### src/rtl/text_stream_cat_filter_assert.svh
// Assertion macros for the text stream cat filter
`ifndef TEXT_STREAM_CAT_FILTER_ASSERT_SVH
`define TEXT_STREAM_CAT_FILTER_ASSERT_SVH
`ifndef SYNTHESIS
`define TSCF_ASSERT(label, prop) \
   label: assert property (@(posedge clock) disable iff (reset) prop) \
      else $error("tscf: assertion failed");
`define TSCF_ASSERT_NEXT(label, cond, prop) \
   label: assert property (@(posedge clock) disable iff (reset) (cond) |=> (prop)) \
      else $error("tscf: assertion failed");
`else
`define TSCF_ASSERT(label, prop)
`define TSCF_ASSERT_NEXT(label, cond, prop)
`endif
`endif

### src/rtl/tscf_pkg.sv
// Package: constants, register indexes and shared types of the text stream cat filter
package tscf_pkg;

   localparam int NUMBER_DIGITS    = 7;
   localparam int NUMBER_PAD_WIDTH = 6;
   localparam int MAX_RESULTS      = 10;

   localparam int NUM_W = 4 * NUMBER_DIGITS;
   localparam int SIG_W = $clog2(NUMBER_DIGITS + 1);
   localparam int POS_W = $clog2(NUMBER_PAD_WIDTH + NUMBER_DIGITS + 4);

   localparam int JQ_DEPTH = 2;
   localparam int OQ_DEPTH = 2;

   localparam logic [7:0] CHAR_TAB     = 8'd9;
   localparam logic [7:0] CHAR_LF      = 8'd10;
   localparam logic [7:0] CHAR_SPACE   = 8'd32;
   localparam logic [7:0] CHAR_DOLLAR  = 8'd36;
   localparam logic [7:0] CHAR_ZERO    = 8'd48;
   localparam logic [7:0] CHAR_QMARK   = 8'd63;
   localparam logic [7:0] CHAR_I       = 8'd73;
   localparam logic [7:0] CHAR_CARET   = 8'd94;
   localparam logic [7:0] CHAR_DEL     = 8'd127;
   localparam logic [7:0] CTRL_LIMIT   = 8'd32;
   localparam logic [7:0] CARET_OFFSET = 8'd64;

   localparam logic [1:0] NL_RUN_NONE    = 2'd0;
   localparam logic [1:0] NL_RUN_START   = 2'd1;
   localparam logic [1:0] NL_RUN_SQUEEZE = 2'd3;

   typedef enum logic [2:0] {
      REG_SQUEEZE_BLANK     = 3'd0,
      REG_NUMBER_EVERY_LINE = 3'd1,
      REG_NUMBER_NONBLANK   = 3'd2,
      REG_SHOW_LINE_END     = 3'd3,
      REG_SHOW_TAB          = 3'd4,
      REG_SHOW_CONTROL      = 3'd5
   } reg_index_type;

   typedef struct packed {
      logic squeeze_blank;
      logic number_every_line;
      logic number_nonblank;
      logic show_line_end;
      logic show_tab;
      logic show_control;
   } cfg_type;

   typedef struct packed {
      logic             numbered;
      logic [NUM_W-1:0] digits;
      logic [SIG_W-1:0] sig;
      logic             blank_pad;
      logic [1:0]       body_len;
      logic [7:0]       body0;
      logic [7:0]       body1;
   } job_type;

   typedef struct packed {
      logic [7:0] out_byte;
      logic       last;
   } rsp_entry_type;

endpackage

### src/rtl/tscf_front.sv
// Front end: stream state, line numbering and classification of each byte into a job
module tscf_front (
   input  logic             clock,
   input  logic             reset,
   input  tscf_pkg::cfg_type cfg,
   input  logic             accept,
   input  logic [7:0]       in_byte,
   input  logic             first_of_file,
   output logic             job_push,
   output tscf_pkg::job_type job
);
   import tscf_pkg::*;

   logic [NUM_W-1:0] line_number_ff, line_number_in;
   logic             at_line_start_ff, at_line_start_in;
   logic [1:0]       newline_run_ff, newline_run_in;
   logic             line_has_text_ff, line_has_text_in;

   logic [NUM_W-1:0] ln, ln_bumped;
   logic             als, als_new, lht;
   logic [1:0]       nr, nr_new;
   logic             nl, squelch, empty, num, all_nines, carry, is_ctrl;
   logic [SIG_W-1:0] sig;
   logic [3:0]       d;

   always_comb begin
      ln  = first_of_file ? NUM_W'(1) : line_number_ff;
      als = first_of_file ? 1'b1 : at_line_start_ff;
      nr  = first_of_file ? NL_RUN_START : newline_run_ff;
      lht = first_of_file ? 1'b0 : line_has_text_ff;

      nl = (in_byte == CHAR_LF);
      if (nl) begin
         nr_new = (nr == NL_RUN_SQUEEZE) ? NL_RUN_SQUEEZE : nr + 2'd1;
      end else begin
         nr_new = NL_RUN_NONE;
      end
      squelch = cfg.squeeze_blank && (nr_new == NL_RUN_SQUEEZE);
      empty   = nl && !lht;

      num     = 1'b0;
      als_new = als;
      if (cfg.number_nonblank) begin
         if (als && !nl) begin
            num     = 1'b1;
            als_new = 1'b0;
         end else if (nl) begin
            als_new = 1'b1;
         end
      end else if (cfg.number_every_line) begin
         num = als && !squelch;
         if (nl) begin
            als_new = 1'b1;
         end else if (num) begin
            als_new = 1'b0;
         end
      end else begin
         als_new = nl;
      end

      sig       = SIG_W'(1);
      all_nines = 1'b1;
      for (int i = 0; i < NUMBER_DIGITS; i++) begin
         if (ln[4*i +: 4] != 4'd0) sig = SIG_W'(i + 1);
         if (ln[4*i +: 4] != 4'd9) all_nines = 1'b0;
      end

      ln_bumped = ln;
      carry     = 1'b1;
      for (int i = 0; i < NUMBER_DIGITS; i++) begin
         d = ln[4*i +: 4];
         if (carry) begin
            if (d == 4'd9) begin
               ln_bumped[4*i +: 4] = 4'd0;
            end else begin
               ln_bumped[4*i +: 4] = d + 4'd1;
               carry = 1'b0;
            end
         end
      end
      if (all_nines) ln_bumped = ln;

      is_ctrl = ((in_byte < CTRL_LIMIT) && (in_byte != CHAR_TAB) && !nl) ||
                (in_byte == CHAR_DEL);

      job.numbered  = num;
      job.digits    = ln;
      job.sig       = sig;
      job.blank_pad = 1'b0;
      job.body_len  = 2'd1;
      job.body0     = in_byte;
      job.body1     = in_byte;
      if (nl && cfg.show_line_end) begin
         job.blank_pad = cfg.number_nonblank && empty;
         job.body_len  = 2'd2;
         job.body0     = CHAR_DOLLAR;
         job.body1     = CHAR_LF;
      end else if ((in_byte == CHAR_TAB) && cfg.show_tab) begin
         job.body_len = 2'd2;
         job.body0    = CHAR_CARET;
         job.body1    = CHAR_I;
      end else if (cfg.show_control && is_ctrl) begin
         job.body_len = 2'd2;
         job.body0    = CHAR_CARET;
         job.body1    = (in_byte == CHAR_DEL) ? CHAR_QMARK : in_byte + CARET_OFFSET;
      end

      job_push = accept && !squelch;

      line_number_in   = line_number_ff;
      at_line_start_in = at_line_start_ff;
      newline_run_in   = newline_run_ff;
      line_has_text_in = line_has_text_ff;
      if (accept) begin
         line_number_in   = num ? ln_bumped : ln;
         at_line_start_in = als_new;
         newline_run_in   = nr_new;
         line_has_text_in = !nl;
      end
   end

   always_ff @(posedge clock) begin
      if (reset) begin
         line_number_ff   <= NUM_W'(1);
         at_line_start_ff <= 1'b1;
         newline_run_ff   <= NL_RUN_START;
         line_has_text_ff <= 1'b0;
      end else begin
         line_number_ff   <= line_number_in;
         at_line_start_ff <= at_line_start_in;
         newline_run_ff   <= newline_run_in;
         line_has_text_ff <= line_has_text_in;
      end
   end

endmodule

### src/rtl/tscf_job_queue.sv
// Job queue between front end and back end
`include "text_stream_cat_filter_assert.svh"
module tscf_job_queue (
   input  logic              clock,
   input  logic              reset,
   input  logic              push,
   input  tscf_pkg::job_type push_job,
   input  logic              pop,
   output logic              head_valid,
   output tscf_pkg::job_type head_job,
   output logic              full
);
   import tscf_pkg::*;

   localparam int PTR_W = (JQ_DEPTH > 1) ? $clog2(JQ_DEPTH) : 1;
   localparam int CNT_W = $clog2(JQ_DEPTH + 1);

   job_type            mem_ff [JQ_DEPTH];
   logic [PTR_W-1:0]   wr_ptr_ff, wr_ptr_in;
   logic [PTR_W-1:0]   rd_ptr_ff, rd_ptr_in;
   logic [CNT_W-1:0]   count_ff, count_in;

   always_comb begin
      head_valid = (count_ff != '0);
      head_job   = mem_ff[rd_ptr_ff];
      full       = (count_ff == CNT_W'(JQ_DEPTH));

      wr_ptr_in = wr_ptr_ff;
      rd_ptr_in = rd_ptr_ff;
      count_in  = count_ff;
      if (push) begin
         wr_ptr_in = (wr_ptr_ff == PTR_W'(JQ_DEPTH - 1)) ? '0 : wr_ptr_ff + PTR_W'(1);
      end
      if (pop) begin
         rd_ptr_in = (rd_ptr_ff == PTR_W'(JQ_DEPTH - 1)) ? '0 : rd_ptr_ff + PTR_W'(1);
      end
      case ({push, pop})
         2'b10:   count_in = count_ff + CNT_W'(1);
         2'b01:   count_in = count_ff - CNT_W'(1);
         default: count_in = count_ff;
      endcase
   end

   always_ff @(posedge clock) begin
      if (push) begin
         mem_ff[wr_ptr_ff] <= push_job;
      end
   end

   always_ff @(posedge clock) begin
      if (reset) begin
         wr_ptr_ff <= '0;
         rd_ptr_ff <= '0;
         count_ff  <= '0;
      end else begin
         wr_ptr_ff <= wr_ptr_in;
         rd_ptr_ff <= rd_ptr_in;
         count_ff  <= count_in;
      end
   end

   `TSCF_ASSERT(a_jq_no_overflow, (count_ff == CNT_W'(JQ_DEPTH)) |-> !push)
   `TSCF_ASSERT(a_jq_no_underflow, (count_ff == '0) |-> !pop)
   `TSCF_ASSERT_NEXT(a_jq_fill, push && !pop && (count_ff == '0), head_valid)

endmodule

### src/rtl/tscf_back.sv
// Back end: expands each job into output bytes and holds them in the result queue
`include "text_stream_cat_filter_assert.svh"
module tscf_back (
   input  logic              clock,
   input  logic              reset,
   input  logic              job_valid,
   input  tscf_pkg::job_type job,
   output logic              job_pop,
   input  logic              rsp_pop,
   output logic              rsp_empty,
   output logic [7:0]        rsp_out_byte,
   output logic              rsp_last
);
   import tscf_pkg::*;

   localparam int PTR_W = (OQ_DEPTH > 1) ? $clog2(OQ_DEPTH) : 1;
   localparam int CNT_W = $clog2(OQ_DEPTH + 1);
   localparam logic [POS_W-1:0] PAD_POS = POS_W'(NUMBER_PAD_WIDTH);
   localparam logic [POS_W-1:0] MAX_POS = POS_W'(MAX_RESULTS);

   logic [POS_W-1:0]   pos_ff, pos_in;
   rsp_entry_type      oq_ff [OQ_DEPTH];
   logic [PTR_W-1:0]   wr_ptr_ff, wr_ptr_in;
   logic [PTR_W-1:0]   rd_ptr_ff, rd_ptr_in;
   logic [CNT_W-1:0]   count_ff, count_in;

   logic [POS_W-1:0]   sig_pos, spaces, prefix_len, total, total_cap, didx, q;
   logic [3:0]         digit;
   logic               emit, emit_last, oq_pop;
   rsp_entry_type      entry;

   always_comb begin
      sig_pos = POS_W'(job.sig);
      spaces  = (PAD_POS > sig_pos) ? PAD_POS - sig_pos : '0;
      if (job.numbered) begin
         prefix_len = spaces + sig_pos + POS_W'(1);
      end else if (job.blank_pad) begin
         prefix_len = PAD_POS + POS_W'(1);
      end else begin
         prefix_len = '0;
      end
      total     = prefix_len + POS_W'(job.body_len);
      total_cap = (total > MAX_POS) ? MAX_POS : total;

      didx  = sig_pos - POS_W'(1) - (pos_ff - spaces);
      digit = 4'd0;
      for (int i = 0; i < NUMBER_DIGITS; i++) begin
         if (didx == POS_W'(i)) digit = job.digits[4*i +: 4];
      end
      q = pos_ff - prefix_len;

      if (pos_ff < prefix_len) begin
         if (job.numbered) begin
            if (pos_ff < spaces) begin
               entry.out_byte = CHAR_SPACE;
            end else if (pos_ff < spaces + sig_pos) begin
               entry.out_byte = CHAR_ZERO + {4'd0, digit};
            end else begin
               entry.out_byte = CHAR_TAB;
            end
         end else begin
            entry.out_byte = (pos_ff < PAD_POS) ? CHAR_SPACE : CHAR_TAB;
         end
      end else begin
         entry.out_byte = (q == '0) ? job.body0 : job.body1;
      end

      emit_last  = (pos_ff == total_cap - POS_W'(1));
      entry.last = emit_last;
      emit       = job_valid && (count_ff < CNT_W'(OQ_DEPTH));
      job_pop    = emit && emit_last;

      pos_in = pos_ff;
      if (emit) begin
         pos_in = emit_last ? '0 : pos_ff + POS_W'(1);
      end

      rsp_empty    = (count_ff == '0);
      rsp_out_byte = oq_ff[rd_ptr_ff].out_byte;
      rsp_last     = oq_ff[rd_ptr_ff].last;
      oq_pop       = rsp_pop && !rsp_empty;

      wr_ptr_in = wr_ptr_ff;
      rd_ptr_in = rd_ptr_ff;
      if (emit) begin
         wr_ptr_in = (wr_ptr_ff == PTR_W'(OQ_DEPTH - 1)) ? '0 : wr_ptr_ff + PTR_W'(1);
      end
      if (oq_pop) begin
         rd_ptr_in = (rd_ptr_ff == PTR_W'(OQ_DEPTH - 1)) ? '0 : rd_ptr_ff + PTR_W'(1);
      end
      case ({emit, oq_pop})
         2'b10:   count_in = count_ff + CNT_W'(1);
         2'b01:   count_in = count_ff - CNT_W'(1);
         default: count_in = count_ff;
      endcase
   end

   always_ff @(posedge clock) begin
      if (emit) begin
         oq_ff[wr_ptr_ff] <= entry;
      end
   end

   always_ff @(posedge clock) begin
      if (reset) begin
         pos_ff    <= '0;
         wr_ptr_ff <= '0;
         rd_ptr_ff <= '0;
         count_ff  <= '0;
      end else begin
         pos_ff    <= pos_in;
         wr_ptr_ff <= wr_ptr_in;
         rd_ptr_ff <= rd_ptr_in;
         count_ff  <= count_in;
      end
   end

   `TSCF_ASSERT(a_pos_in_range, job_valid |-> (pos_ff < total_cap))
   `TSCF_ASSERT_NEXT(a_pos_wrap, job_pop, pos_ff == '0)

endmodule

### src/rtl/text_stream_cat_filter.sv
// Top level: configuration registers and the front end, job queue and back end of the cat filter
//
// channel  direction  transaction accepted when    fields
// req      in         req_push  && !req_full       req_in_byte, req_first_of_file
// rsp      out        rsp_pop   && !rsp_empty      rsp_out_byte, rsp_last
// csr      in         csr_we                       csr_index, csr_wdata
//
// The back end writes one output byte per cycle while the result queue has room; an
// input byte yields 1 to 10 output bytes, and a squeezed blank line yields nothing.
// A request passes through the job queue and then the result queue on its way to rsp.
// req_full rises while the two-entry job queue is full; the back end stalls while
// the two-entry result queue is full. Reset is synchronous and clears all state but the queue storage.
module text_stream_cat_filter (
   input  logic       clock,
   input  logic       reset,
   input  logic       req_push,
   output logic       req_full,
   input  logic [7:0] req_in_byte,
   input  logic       req_first_of_file,
   output logic       rsp_empty,
   input  logic       rsp_pop,
   output logic [7:0] rsp_out_byte,
   output logic       rsp_last,
   input  logic       csr_we,
   input  logic [2:0] csr_index,
   input  logic       csr_wdata
);
   import tscf_pkg::*;

   cfg_type cfg_ff, cfg_in;
   logic    accept, job_push, head_valid, job_pop;
   job_type job, head_job;

   always_comb begin
      cfg_in = cfg_ff;
      if (csr_we) begin
         case (csr_index)
            REG_SQUEEZE_BLANK:     cfg_in.squeeze_blank     = csr_wdata;
            REG_NUMBER_EVERY_LINE: cfg_in.number_every_line = csr_wdata;
            REG_NUMBER_NONBLANK:   cfg_in.number_nonblank   = csr_wdata;
            REG_SHOW_LINE_END:     cfg_in.show_line_end     = csr_wdata;
            REG_SHOW_TAB:          cfg_in.show_tab          = csr_wdata;
            REG_SHOW_CONTROL:      cfg_in.show_control      = csr_wdata;
            default:               cfg_in = cfg_ff;
         endcase
      end
      accept = req_push && !req_full;
   end

   always_ff @(posedge clock) begin
      if (reset) begin
         cfg_ff <= '0;
      end else begin
         cfg_ff <= cfg_in;
      end
   end

   tscf_front u_front (
      .clock         (clock),
      .reset         (reset),
      .cfg           (cfg_ff),
      .accept        (accept),
      .in_byte       (req_in_byte),
      .first_of_file (req_first_of_file),
      .job_push      (job_push),
      .job           (job)
   );

   tscf_job_queue u_job_queue (
      .clock      (clock),
      .reset      (reset),
      .push       (job_push),
      .push_job   (job),
      .pop        (job_pop),
      .head_valid (head_valid),
      .head_job   (head_job),
      .full       (req_full)
   );

   tscf_back u_back (
      .clock        (clock),
      .reset        (reset),
      .job_valid    (head_valid),
      .job          (head_job),
      .job_pop      (job_pop),
      .rsp_pop      (rsp_pop),
      .rsp_empty    (rsp_empty),
      .rsp_out_byte (rsp_out_byte),
      .rsp_last     (rsp_last)
   );

endmodule

### config.mk
export PLATFORM = sky130hd
export DESIGN_NAME = text_stream_cat_filter
export DESIGN_NICKNAME = d
export VERILOG_FILES = /design/src/rtl/tscf_pkg.sv /design/src/rtl/tscf_front.sv /design/src/rtl/tscf_job_queue.sv /design/src/rtl/tscf_back.sv /design/src/rtl/text_stream_cat_filter.sv
export VERILOG_INCLUDE_DIRS = /design/src /design/src/rtl
export SDC_FILE = /design/constraint.sdc
export NUM_CORES = 1
export LEC_CHECK = 0
export ABC_AREA = 1
export BUFFER_PORTS_ARGS = -buffer_cell sky130_fd_sc_hd__buf_2
export CAP_MARGIN = 30
export CORE_AREA = 4 4 182 184
export DETAILED_ROUTE_END_ITERATION = 7
export DIE_AREA = 0 0 186 188
export RECOVER_POWER = 100
export SLEW_MARGIN = 20
export SYNTH_ARGS = -nofsm -noshare
export SYNTH_HDL_FRONTEND = slang
export SYNTH_SLANG_ARGS = --single-unit
### constraint.sdc
create_clock -name clock -period 15.1 [get_ports clock]
set_input_delay 3.02 -clock clock [delete_from_list [all_inputs] [get_ports clock]]
set_output_delay 3.02 -clock clock [all_outputs]
set_load 0.02 [all_outputs]
* After elaboration in Yosys (flattened, before gate mapping)
Memories as Yosys holds them, arrays and structs flattened. A register that Yosys moved wholly into a read port is not among the register bits. Cells that the tools add are included.
Word-level totals: memories kept 2, ROM bits 0, latch bits 0, input port bits 18, output and inout bits 11, word-level logic and storage cells 223, register bits 51, memory bits (writable) 120
Operators by class: reductions and logical operators 40, bitwise logic cells 0, $add $sub $neg 28, divide/modulo/power cells 0, $lt $le $gt $ge 8, shift-type cells 0, equality and inequality tests 37, muxes and demuxes 91, $mul 0
Memory list:
- u_job_queue.mem_ff | words 2, width 51, rd ports 1, clocked after Yosys merged registers in 1, write ports 1, RTL line tscf_job_queue.sv:18 | job_type mem_ff [JQ_DEPTH];
- u_back.oq_ff | words 2, width 9, rd ports 1, clocked after Yosys merged registers in 1, write ports 1, RTL line tscf_back.sv:22 | rsp_entry_type oq_ff [OQ_DEPTH];
Operators with widths (count):
- 2-to-1 mux 28 bit | 3
- 2-to-1 mux 4 bit | 20
- 2-to-1 mux 18 bit | 3
- 2-to-1 mux 8 bit | 6
- 2-to-1 mux 1 bit | 42
- adder 4 x 1 -> 4 bit, second input constant | 7
- == test 4 bit, second input constant | 7
- != test 4 bit, second input constant | 7
- nonzero test 4 bit | 6
- 2-to-1 mux 5 bit | 4
- == test 8 x 4 -> 1 bit, second input constant | 2
- == test 5 x 3 -> 1 bit, second input constant | 3
- logical AND 1 bit | 15
- < comparator 5 bit | 3
- 2-to-1 mux 3 bit | 5
- subtractor 5 bit | 3
- AND reduction 2 bit | 6
- adder 5 x 1 -> 5 bit, second input constant | 2
- == test 2 bit, second input constant | 5
- == test 5 x 2 -> 1 bit, second input constant | 2
- zero test 5 bit | 2
- 2-to-1 mux 2 bit | 5
- adder 8 x 7 -> 8 bit, second input constant | 1
- == test 8 x 7 -> 1 bit, second input constant | 1
- other kinds (28) | 44

* Depth between registers and ports, before layout
Gate-level depths: netlist of run 1.
word-level depth 17, gate-level depth with buffers 41, depth with buffers taken out 40

* Cells and area by module
A second synthesis of run 1 with hierarchy kept.
Unflattened totals: cell total of the unflattened synthesis 1095, area, all modules 10052.1 um2
Modules (own cells, without submodules):
- tscf_job_queue | area each 4161.5 um2, cells an instance 192, times used 1
- tscf_front | area each 2817.7 um2, cells an instance 481, times used 1
- tscf_back | area each 2773.9 um2, cells an instance 377, times used 1
- text_stream_cat_filter | area each 299.0 um2, cells an instance 45, times used 1

* Least setup slack after synthesis of run 1
OpenSTA, ideal clock, no wires.
path kind in2reg, start input req_in_byte[7], end memory u_job_queue.mem_ff[1][0] (netlist name) (enable), cell stages on the path 11, data arrival time 5.940 ns, path slack 8.698 ns, required time 14.639 ns, cell sequence inv_1 > ha_1 > inv_1 > nor3_1 > inv_1 > nor4_2 > inv_1 > nor3_1 > nand3_1 > nand2_1 > nor2_1
On the way: longest elaborated chain between the ends 8
Ends and longest elaborated chain:
- start, declared | RTL line text_stream_cat_filter.sv:18 | input logic [7:0] req_in_byte,
- == test 8 x 4 -> 1 bit | RTL line tscf_front.sv:32 | nl = (in_byte == CHAR_LF);
- 2-to-1 mux 2 bit | RTL line tscf_front.sv:33 | if (nl) begin
- == test 2 bit | RTL line tscf_front.sv:38 | squelch = cfg.squeeze_blank && (nr_new == NL_RUN_SQUEEZE);
- logical AND 1 bit | RTL line tscf_front.sv:38
- zero test 1 bit | RTL line tscf_front.sv:108 | job_push = accept && !squelch;
- logical AND 1 bit | RTL line tscf_front.sv:108
- 2-to-1 mux 1 bit | RTL line tscf_job_queue.sv:45 | if (push) begin
- 2-to-1 mux 1 bit (implied by the code) | RTL line tscf_job_queue.sv:46 | mem_ff[wr_ptr_ff] <= push_job;
- end, declared | RTL line tscf_job_queue.sv:18
Every way passes these cells.

==> out/metrics.csv, run 1 <==
metric;value;unit
most used cell, CP;ha_1;
min Tclk post-route;8080;ps
max-slew violation count;154;
Hold Crit Class;reg -> reg;
register area share after synthesis;0.501;
Async S/R FF share, synth;0;
Ys Warns;0;
pre-CTS setup slack;8950;ps
NetSw;0.796;mW
worst endpoint required time;15410;ps
# rows;65;
CTS tree;yes;
Power Density;189;nW/um^2
clock buffer depth;2;
Max FO, Critical Path;53;
Post-DRT Antenna Nets;0;
Clock Sinks;173;
synth unique cells;60;
Peak Freq;124;MHz
placed cell areas;9860;sq um
Layout Area Growth over Synthesis;11.3;%
clock skew;11.8;ps
first-pass GRT wire length;33900;um
RSZ-0062 raised after global routing;no;
mean routed wirelength per cell;13.6;um
Core ar.;31400;sq um
setup ws final;7020;ps
M2 GR Usage;0.190;
Slowest-stage cell, CP;clkbuf_1;
CTS clk-pin slew, worst paths;70;ps
Reg power frac;0.330;
max_cap viols;3;
CTS buffer count;17;
DR vias;7102;
die area;35000;sq um
RePlAce Congestion;0.814;
Syn Inst Count;1064;
sw frac;0.407;
Fin Hold WS;466;ps
internal power;1.16;mW
initial antenna violation count;0;
post-synth design cell area;9310;sq um
Worst Path Arrival;8400;ps
DR vias/cell;4.73;
Starting Density;0.296;
Top FF cell, synth;edfxtp_1;
Finished Cell Area;10400;sq um
1st-iter DRT viols;377;
CP Capture Type;register;
VDD IR max;0.0948;mV
slew margin rel.;-0.992;
final setup fails;0;
DRC Markers;0;
setup TNS;0;ps
Ant. Diodes;0;
clk root buf;clkbuf_16;
M1 GR Usage;0.169;
Logic pwr share;0.439;
largest net degree at the start of global routing;54;
gr busiest metal;met2;
CP max stage delay;1820;ps
power share of the clock group;0.231;
fin crit share;0.535;
number of global-route vias before repair;6602;
Syn Area/Cell;8.75;sq um
Post-synth EDFFs;120;
Die Ht;188;um
DP HPWL;14700;um
run status;complete, but fails checks;
Die X;186;um
Post-CTS Resized;0;
critical path type;reg -> reg;
IO buf count;28;
IO Count;29;
met3 Resource Use GR;0.0200;
final core utilization;0.330;
Synthesized Nets;1113;
failing checks;capacitance limit, slew limit;
worst skew pair latency;430;ps
DR pass1 iterations;5;
grt ovf;0;
GRT Total Usage;0.119;
startpoint types;register;
fraction of layout cells with a size suffix above 1;0.0801;
r2r setup slk;7020;ps
NumNets Final;1134;
register bit total from synthesis;173;
Slew @ Worst Pin;2990;ps
Final Hold Violating Endpoints;0;
Lkg Pwr;4.04;nW
setup bufs post-CTS;0;
Total Wirelength;20400;um
Max H-tree Level;4;
hold buffer count at CTS;0;
[synth_stat cells (3+ instances only)]
cell	instances	area share
mux2_2	9	0.011
clkbuf_1	27	0.011
nand3_1	62	0.033
clkinv_1	4	0.0016
fa_1	5	0.011
inv_2	9	0.0036
o21ai_1	9	0.0048
o31ai_1	4	0.0032
ha_1	26	0.035
a211oi_1	3	0.0024
nand4_1	20	0.013
nand2_8	3	0.0065
xnor2_1	5	0.0047
nand2_1	212	0.086
o21ai_0	55	0.030
or2_2	8	0.0054
dfxtp_1	53	0.11
a31oi_1	11	0.0074
nor2_1	114	0.046
mux2i_1	4	0.0043
o211ai_1	16	0.013
nor2_4	3	0.0036
nor4_1	12	0.0081
a221oi_1	3	0.0028
xor2_1	10	0.0094
nor2_2	5	0.0034
a21oi_1	51	0.027
inv_1	128	0.052
edfxtp_1	120	0.39
nand2_2	13	0.0087
nor3_1	15	0.0081
[worst max-delay path: cells and delay by family (launching register included)]
family,cells,cell delay [ps]
buffers and inverters,8,2720
AND/OR/NAND/NOR,13,2000
XOR/XNOR,1,140
adder cells (fa/ha/maj),6,1680
flip-flops,1,300
AO/OA/AOI/OAI,7,1100
[metal layers]
metal	part of all wire	vias up	wire [um]
li1	-	3651	-
met1	0.47	3294	9540
met2	0.48	138	9820
met3	0.037	19	761
met4	0.012	0	242
met5	0	-	0
[flip-flops by register name (all words and copies together), names as in the netlist, named ones only]
name and count:
u_front.line_has_text_ff 1, u_back.oq_ff 18, u_job_queue.rd_ptr_ff 1, u_job_queue.mem_ff 102, u_back.rd_ptr_ff 1, u_back.count_ff 2, u_front.line_number_ff 28, u_back.wr_ptr_ff 1
u_job_queue.count_ff 2, u_front.at_line_start_ff 1, cfg_ff 6, u_front.newline_run_ff 2, u_job_queue.wr_ptr_ff 1, u_back.pos_ff 5
[power groups by stage]
stage | Combinational [mW] | Clock, mW | Sequential [mW]
detailed placement | 0.880 | 0 | 0.654
global placement | 0.866 | 0 | 0.652
finish | 0.860 | 0.452 | 0.646
floorplan | 0.682 | 0 | 0.644
global route | 0.982 | 0.486 | 0.654
CTS | 0.885 | 0.461 | 0.643
[through the flow]
step                cells  total power, mW
global route         1500             2.12
detailed placement   1466             1.53
finish               1500             1.96
CTS                  1498             1.99
floorplan            1064             1.33
global placement     1466             1.52
[final cells by class]
class / instances / area, sq um
clock buffers: 22 / 508
clock inverters: 10 / 109
fillers: 3290 / 21000
inverters: 145 / 556
multi-input cells: 714 / 3870
flip-flops and latches: 173 / 4660
well taps: 402 / 503
repair buffers: 34 / 154
[cells in the final DEF (no fill, tap or decap), types with 3 or more instances in the layout]
cell | netlist | final
nand2_2 | 13 | 9
nand4_1 | 20 | 20
o21ai_2 | 2 | 3
clkbuf_1 | 27 | 25
o21ai_0 | 55 | 58
nand2_8 | 3 | 3
clkinv_1 | 4 | 6
inv_2 | 9 | 4
xor2_1 | 10 | 10
o31ai_1 | 4 | 4
nand3_1 | 62 | 64
fa_1 | 5 | 5
o211ai_1 | 16 | 16
o21ai_1 | 9 | 5
a211oi_1 | 3 | 3
mux2_2 | 9 | 7
nor3_1 | 15 | 17
inv_1 | 128 | 131
ha_1 | 26 | 26
buf_2 | 1 | 9
a31oi_1 | 11 | 11
dfxtp_1 | 53 | 53
nor2_1 | 114 | 119
or2_2 | 8 | 8
edfxtp_1 | 120 | 120
inv_8 | 1 | 3
inv_6 | 0 | 5
clkbuf_16 | 0 | 20
mux2i_1 | 4 | 4
xnor2_1 | 5 | 5
nand2_1 | 212 | 217
a221oi_1 | 3 | 3
clkinvlp_2 | 0 | 3
a21oi_1 | 51 | 51
nor4_1 | 12 | 14
[cells by family (layout without fill, tap and decap cells)]
| logic type | count (synthesis) | in the layout | share of synthesized area |
|---|---|---|---|
| adder cells (fa/ha/maj) | 31 | 31 | 0.0457 |
| flip-flops | 173 | 173 | 0.501 |
| AO/OA/AOI/OAI | 169 | 169 | 0.106 |
| XOR/XNOR | 15 | 15 | 0.0141 |
| buffers and inverters | 177 | 211 | 0.0745 |
| AND/OR/NAND/NOR | 486 | 486 | 0.243 |
| multiplexers | 13 | 13 | 0.0152 |
[final timing paths]
check	start	endpoint	cells after the start
worst max-delay path	register	u_job_queue.count_ff[1]	35
worst min-delay path	u_back.rd_ptr_ff	register	1
worst max register to register	register	u_job_queue.count_ff[1]	35
worst min register to register	u_back.rd_ptr_ff	register	1
Power figures use the tool's default switching activity.
==> inputs of run 2 (changes only) <==
clock period = 8 ns   (was 15.1 ns; I/O delays follow)
==> out/metrics.csv, run 2 (synthesized netlist as in run 1, its figures left out) <==
metric;value;unit
CP max stage delay;400;ps
setup bufs post-CTS;0;
max_cap viols;2;
max-slew violation count;98;
internal power;2.15;mW
Lkg Pwr;4.04;nW
Peak Freq;160;MHz
Post-DRT Antenna Nets;0;
initial antenna violation count;0;
RSZ-0062 raised after global routing;no;
sw frac;0.419;
CTS tree;yes;
CP Capture Type;register;
power share of the clock group;0.225;
grt ovf;0;
min Tclk post-route;6270;ps
RePlAce Congestion;0.810;
r2r setup slk;1730;ps
die area;35000;sq um
kind of cell adding the most delay to the critical path;simple AND/OR/NAND/NOR gates;
Max FO, Critical Path;46;
Ant. Diodes;0;
footprint of the multi-input gates;3870;sq um
WHS Path Cells;2;
worst endpoint required time;8310;ps
clock buffer depth;2;
mean routed wirelength per cell;14.1;um
CTS buffer count;17;
Hold Crit Class;reg -> reg;
most frequent cells in the layout;217 x nand2_1, 132 x inv_1, 120 x edfxtp_1;
IO buf count;28;
worst skew pair latency;430;ps
clk root buf;clkbuf_16;
Regs by FF count;u_job_queue.mem_ff (102), u_front.line_number_ff (28), u_back.oq_ff (18);
Logic pwr share;0.445;
Register-to-Register Path Depth;35;
DR pass1 iterations;5;
most common cell after layout, fill and taps aside;nand2_1;
Total Wirelength;21100;um
# rows;65;
Reg power frac;0.330;
met3 Resource Use GR;0.0161;
largest net degree at the start of global routing;52;
DRC Markers;0;
Largest Register;u_job_queue.mem_ff;
critical path type;reg -> reg;
Max H-tree Level;4;
1st-iter DRT viols;476;
CTS clk-pin slew, worst paths;70;ps
Final Non-Filler Cells;1501;
Starting Density;0.296;
Die Ht;188;um
gr busiest metal;met2;
Layout Area Growth over Synthesis;11.2;%
failing checks;capacitance limit, slew limit;
VDD IR max;0.188;mV
run status;complete, but fails checks;
slew margin rel.;-0.939;
number of flip-flops in the largest register;102;
startpoint types;register;
M1 GR Usage;0.164;
Slew @ Worst Pin;2910;ps
Register Area;4660;sq um
Filler cells;3283;
Worst Path Arrival;6580;ps
Die X;186;um
M2 GR Usage;0.198;
crit path buf inv count;8;
hold buffer count at CTS;0;
GRT Total Usage;0.121;
final setup fails;0;
Slowest-stage cell, CP;dfxtp_1;
DP HPWL;15100;um
NetSw;1.55;mW
number of global-route vias before repair;6896;
NumNets Final;1135;
fraction of layout cells with a size suffix above 1;0.0837;
Power Density;358;nW/um^2
Clock Sinks;173;
WP depth;35;
Core ar.;31400;sq um
dpl cells;1468;
fin crit share;0.783;
DR vias/cell;4.82;
IO Count;29;
first-pass GRT wire length;34700;um
setup TNS;0;ps
Final Hold Violating Endpoints;0;
clock skew;22.9;ps
DR vias;7232;
Post-CTS Resized;0;
## run 2: area by class of cell
type | count | share of cell area
clock inverter | 14 | 0.0158
multi-input combinational | 714 | 0.374
inverter | 145 | 0.0537
tap | 402 | 0.0486
timing repair buffer | 35 | 0.0150
sequential | 173 | 0.451
clock buffer | 18 | 0.0424
## run 2: power groups by stage
stage	combinational, mW	clock (mW)	sequential [mW]
3_3_place_gp	1.66	0	1.23
3_5_place_dp	1.69	0	1.24
6_report	1.65	0.834	1.22
5_1_grt	1.89	0.887	1.24
4_1_cts	1.70	0.854	1.22
2_1_floorplan	1.29	0	1.22
## run 2: per-stage QoR
| step | hold WS (ps) | area [sq um] | utilization | worst slack (ps) | total power [mW] |
|---|---|---|---|---|---|
| after floorplan | 426 | 9310 | - | 2920 | 2.50 |
| after CTS | 465 | 10500 | 0.334 | 2180 | 3.77 |
| after global routing | 480 | 10300 | 0.330 | 1050 | 4.01 |
| after global placement | 440 | 9880 | 0.315 | 2440 | 2.89 |
| after detailed placement | 441 | 9880 | 0.315 | 2280 | 2.92 |
| final | 466 | 10300 | 0.330 | 1730 | 3.70 |
## run 2: path summary, 6_finish.rpt
kind	start	end
max	register	u_job_queue.count_ff[1]
min	cfg_ff[3]	cfg_ff[3]
max reg2reg	register	u_job_queue.count_ff[1]
min reg2reg	cfg_ff[3]	cfg_ff[3]
## run 2: metal layers
metal / up-vias / wire [um]
met3: 30 / 569
met2: 138 / 10400
met5: - / 0
met4: 0 / 391
met1: 3414 / 9750
li1: 3650 / -
## run 2: tightest hold or removal path: stages, from the launching register on
cell     delay (ps)
dfxtp_1         320
inv_1            50
a21oi_1          50
==> inputs of run 3 (changes only) <==
clock period = 5.8 ns   (was 8 ns; I/O delays follow)
==> out/metrics.csv, run 3 (synthesized netlist as in run 1, its figures left out) <==
metric;value;unit
fin crit share;0.932;
1st-iter DRT viols;416;
dpl cells;1469;
Power Density;492;nW/um^2
r2r setup slk;430;ps
Slew @ Worst Pin;1520;ps
Max H-tree Level;4;
die area;35000;sq um
most used cell, CP;nand2_1;
CP Cell Sequence;clkbuf_1 -> clkinvlp_2 -> nand2_1 -> clkinvlp_2 -> nand2_1 -> nor2_1 -> inv_1 -> nor2_1 -> nand3_1 -> inv_1 -> nand3_1 -> nor3_1 -> nand3_1 -> nor2_1 -> nand2_1 -> nand2_1 -> inv_1 -> nand2_1 -> nor2_1 -> clkinv_1 -> o21ai_0 -> a21oi_1;
WHS Path Cells;1;
DP HPWL;14600;um
Ant. Diodes;0;
run status;complete, but fails checks;
Slowest-stage cell, CP;clkbuf_1;
Register-to-Register Path Depth;34;
largest net degree at the start of global routing;50;
CP startpoint;req_first_of_file;
DRC Markers;0;
Largest Register;u_job_queue.mem_ff;
Reg-to-Reg End;u_job_queue.count_ff[1];
setup TNS;0;ps
grt ovf;0;
Layout Area Growth over Synthesis;11.4;%
RSZ-0062 raised after global routing;no;
CP max stage delay;990;ps
Filler cells;3281;
Final Hold Violating Endpoints;0;
first-pass GRT wire length;33300;um
final core utilization;0.330;
setup ws final;395;ps
CTS clk-pin slew, worst paths;80;ps
NumNets Final;1136;
initial antenna violation count;0;
startpoint of the worst hold path;u_back.rd_ptr_ff;
CTS buffer count;17;
number of flip-flops in the largest register;102;
max_cap viols;1;
CTS tree;yes;
VDD IR max;0.278;mV
Core ar.;31400;sq um
IO buf count;28;
fraction of layout cells with a size suffix above 1;0.0909;
crit path buf inv count;7;
worst endpoint required time;6120;ps
startpoint types;input pin;
worst skew pair latency;440;ps
clock skew;12.2;ps
IO Count;29;
kind of cell adding the most delay to the critical path;buffers and inverters;
DR vias;7069;
most frequent cells in the layout;214 x nand2_1, 132 x inv_1, 120 x edfxtp_1;
Max FO, Critical Path;27;
max-slew violation count;24;
Hold EP;u_back.rd_ptr_ff;
Starting Density;0.296;
Final Non-Filler Cells;1502;
setup bufs post-CTS;0;
DR vias/cell;4.71;
Peak Freq;185;MHz
clock buffer depth;2;
Fin Hold WS;454;ps
failing checks;capacitance limit, slew limit;
# rows;65;
CP Capture Type;register;
final setup fails;0;
min Tclk post-route;5410;ps
Clock Sinks;173;
Post-DRT Antenna Nets;0;
Lkg Pwr;4.05;nW
Total Wirelength;20400;um
clk root buf;clkbuf_16;
DR pass1 iterations;5;
critical path type;in -> reg;
GRT Total Usage;0.118;
RePlAce Congestion;0.799;
slew margin rel.;-0.0164;
Die X;186;um
Worst Path Arrival;5730;ps
mean routed wirelength per cell;13.6;um
Die Ht;188;um
pre-CTS setup slack;259;ps
most common cell after layout, fill and taps aside;nand2_1;
number of global-route vias before repair;6575;
Regs by FF count;u_job_queue.mem_ff (102), u_front.line_number_ff (28), u_back.oq_ff (18);
Hold Crit Class;reg -> reg;
## run 3: power by group
part | switching [mW] | internal, mW
logic | 1.51 | 0.755
registers | 0.0890 | 1.59
clock network | 0.536 | 0.617
## run 3: cell type report
cell class	count	area (sq um)	area share
clock buffer	17	425	0.0410
timing repair buffer	36	161	0.0156
inverter	145	556	0.0536
tap	402	503	0.0485
sequential	173	4670	0.450
multi-input combinational	714	3880	0.375
clock inverter	15	174	0.0168
## run 3: worst max-delay path by stage
stage	endpoint	slack (ps)	cells after the start
2_1_floorplan	u_job_queue.count_ff[1]	720	36
3_3_place_gp	u_job_queue.count_ff[1]	390	35
3_5_place_dp	u_job_queue.count_ff[1]	260	34
4_1_cts	u_job_queue.count_ff[1]	240	34
5_1_grt	u_job_queue.count_ff[1]	40	35
6_report	u_front.line_number_ff[16]	390	22
## run 3: worst register-to-register path, delay by kind of cell, from the launching register on
family | cells | cell delay [ps]
AO/OA/AOI/OAI | 7 | 910
XOR/XNOR | 1 | 140
adder cells (fa/ha/maj) | 6 | 1610
buffers and inverters | 7 | 520
flip-flops | 1 | 420
AND/OR/NAND/NOR | 13 | 1640
## run 3: what timing repair did
item                                    in CTS  in global routing
gates resized for setup                      0                  2
endpoints found under the setup margin       0                  1
hold buffers                                 0                  0
hold endpoints to repair                     0                  0
## run 3: per-layer routing
metal | GRT usage | share of wire | vias up
met4 | 0.0426 | 0.020 | 0
met3 | 0.0175 | 0.021 | 29
met1 | 0.154 | 0.48 | 3307
li1 | - | - | 3639
met2 | 0.197 | 0.48 | 94
met5 | 0 | 0 | -
## run 3: stage by stage
stage	area [sq um]	power, mW
3_3_place_gp	9880	3.97
6_report	10400	5.10
5_1_grt	10400	5.51
3_5_place_dp	9880	4.01
2_1_floorplan	9310	3.45
4_1_cts	10500	5.17
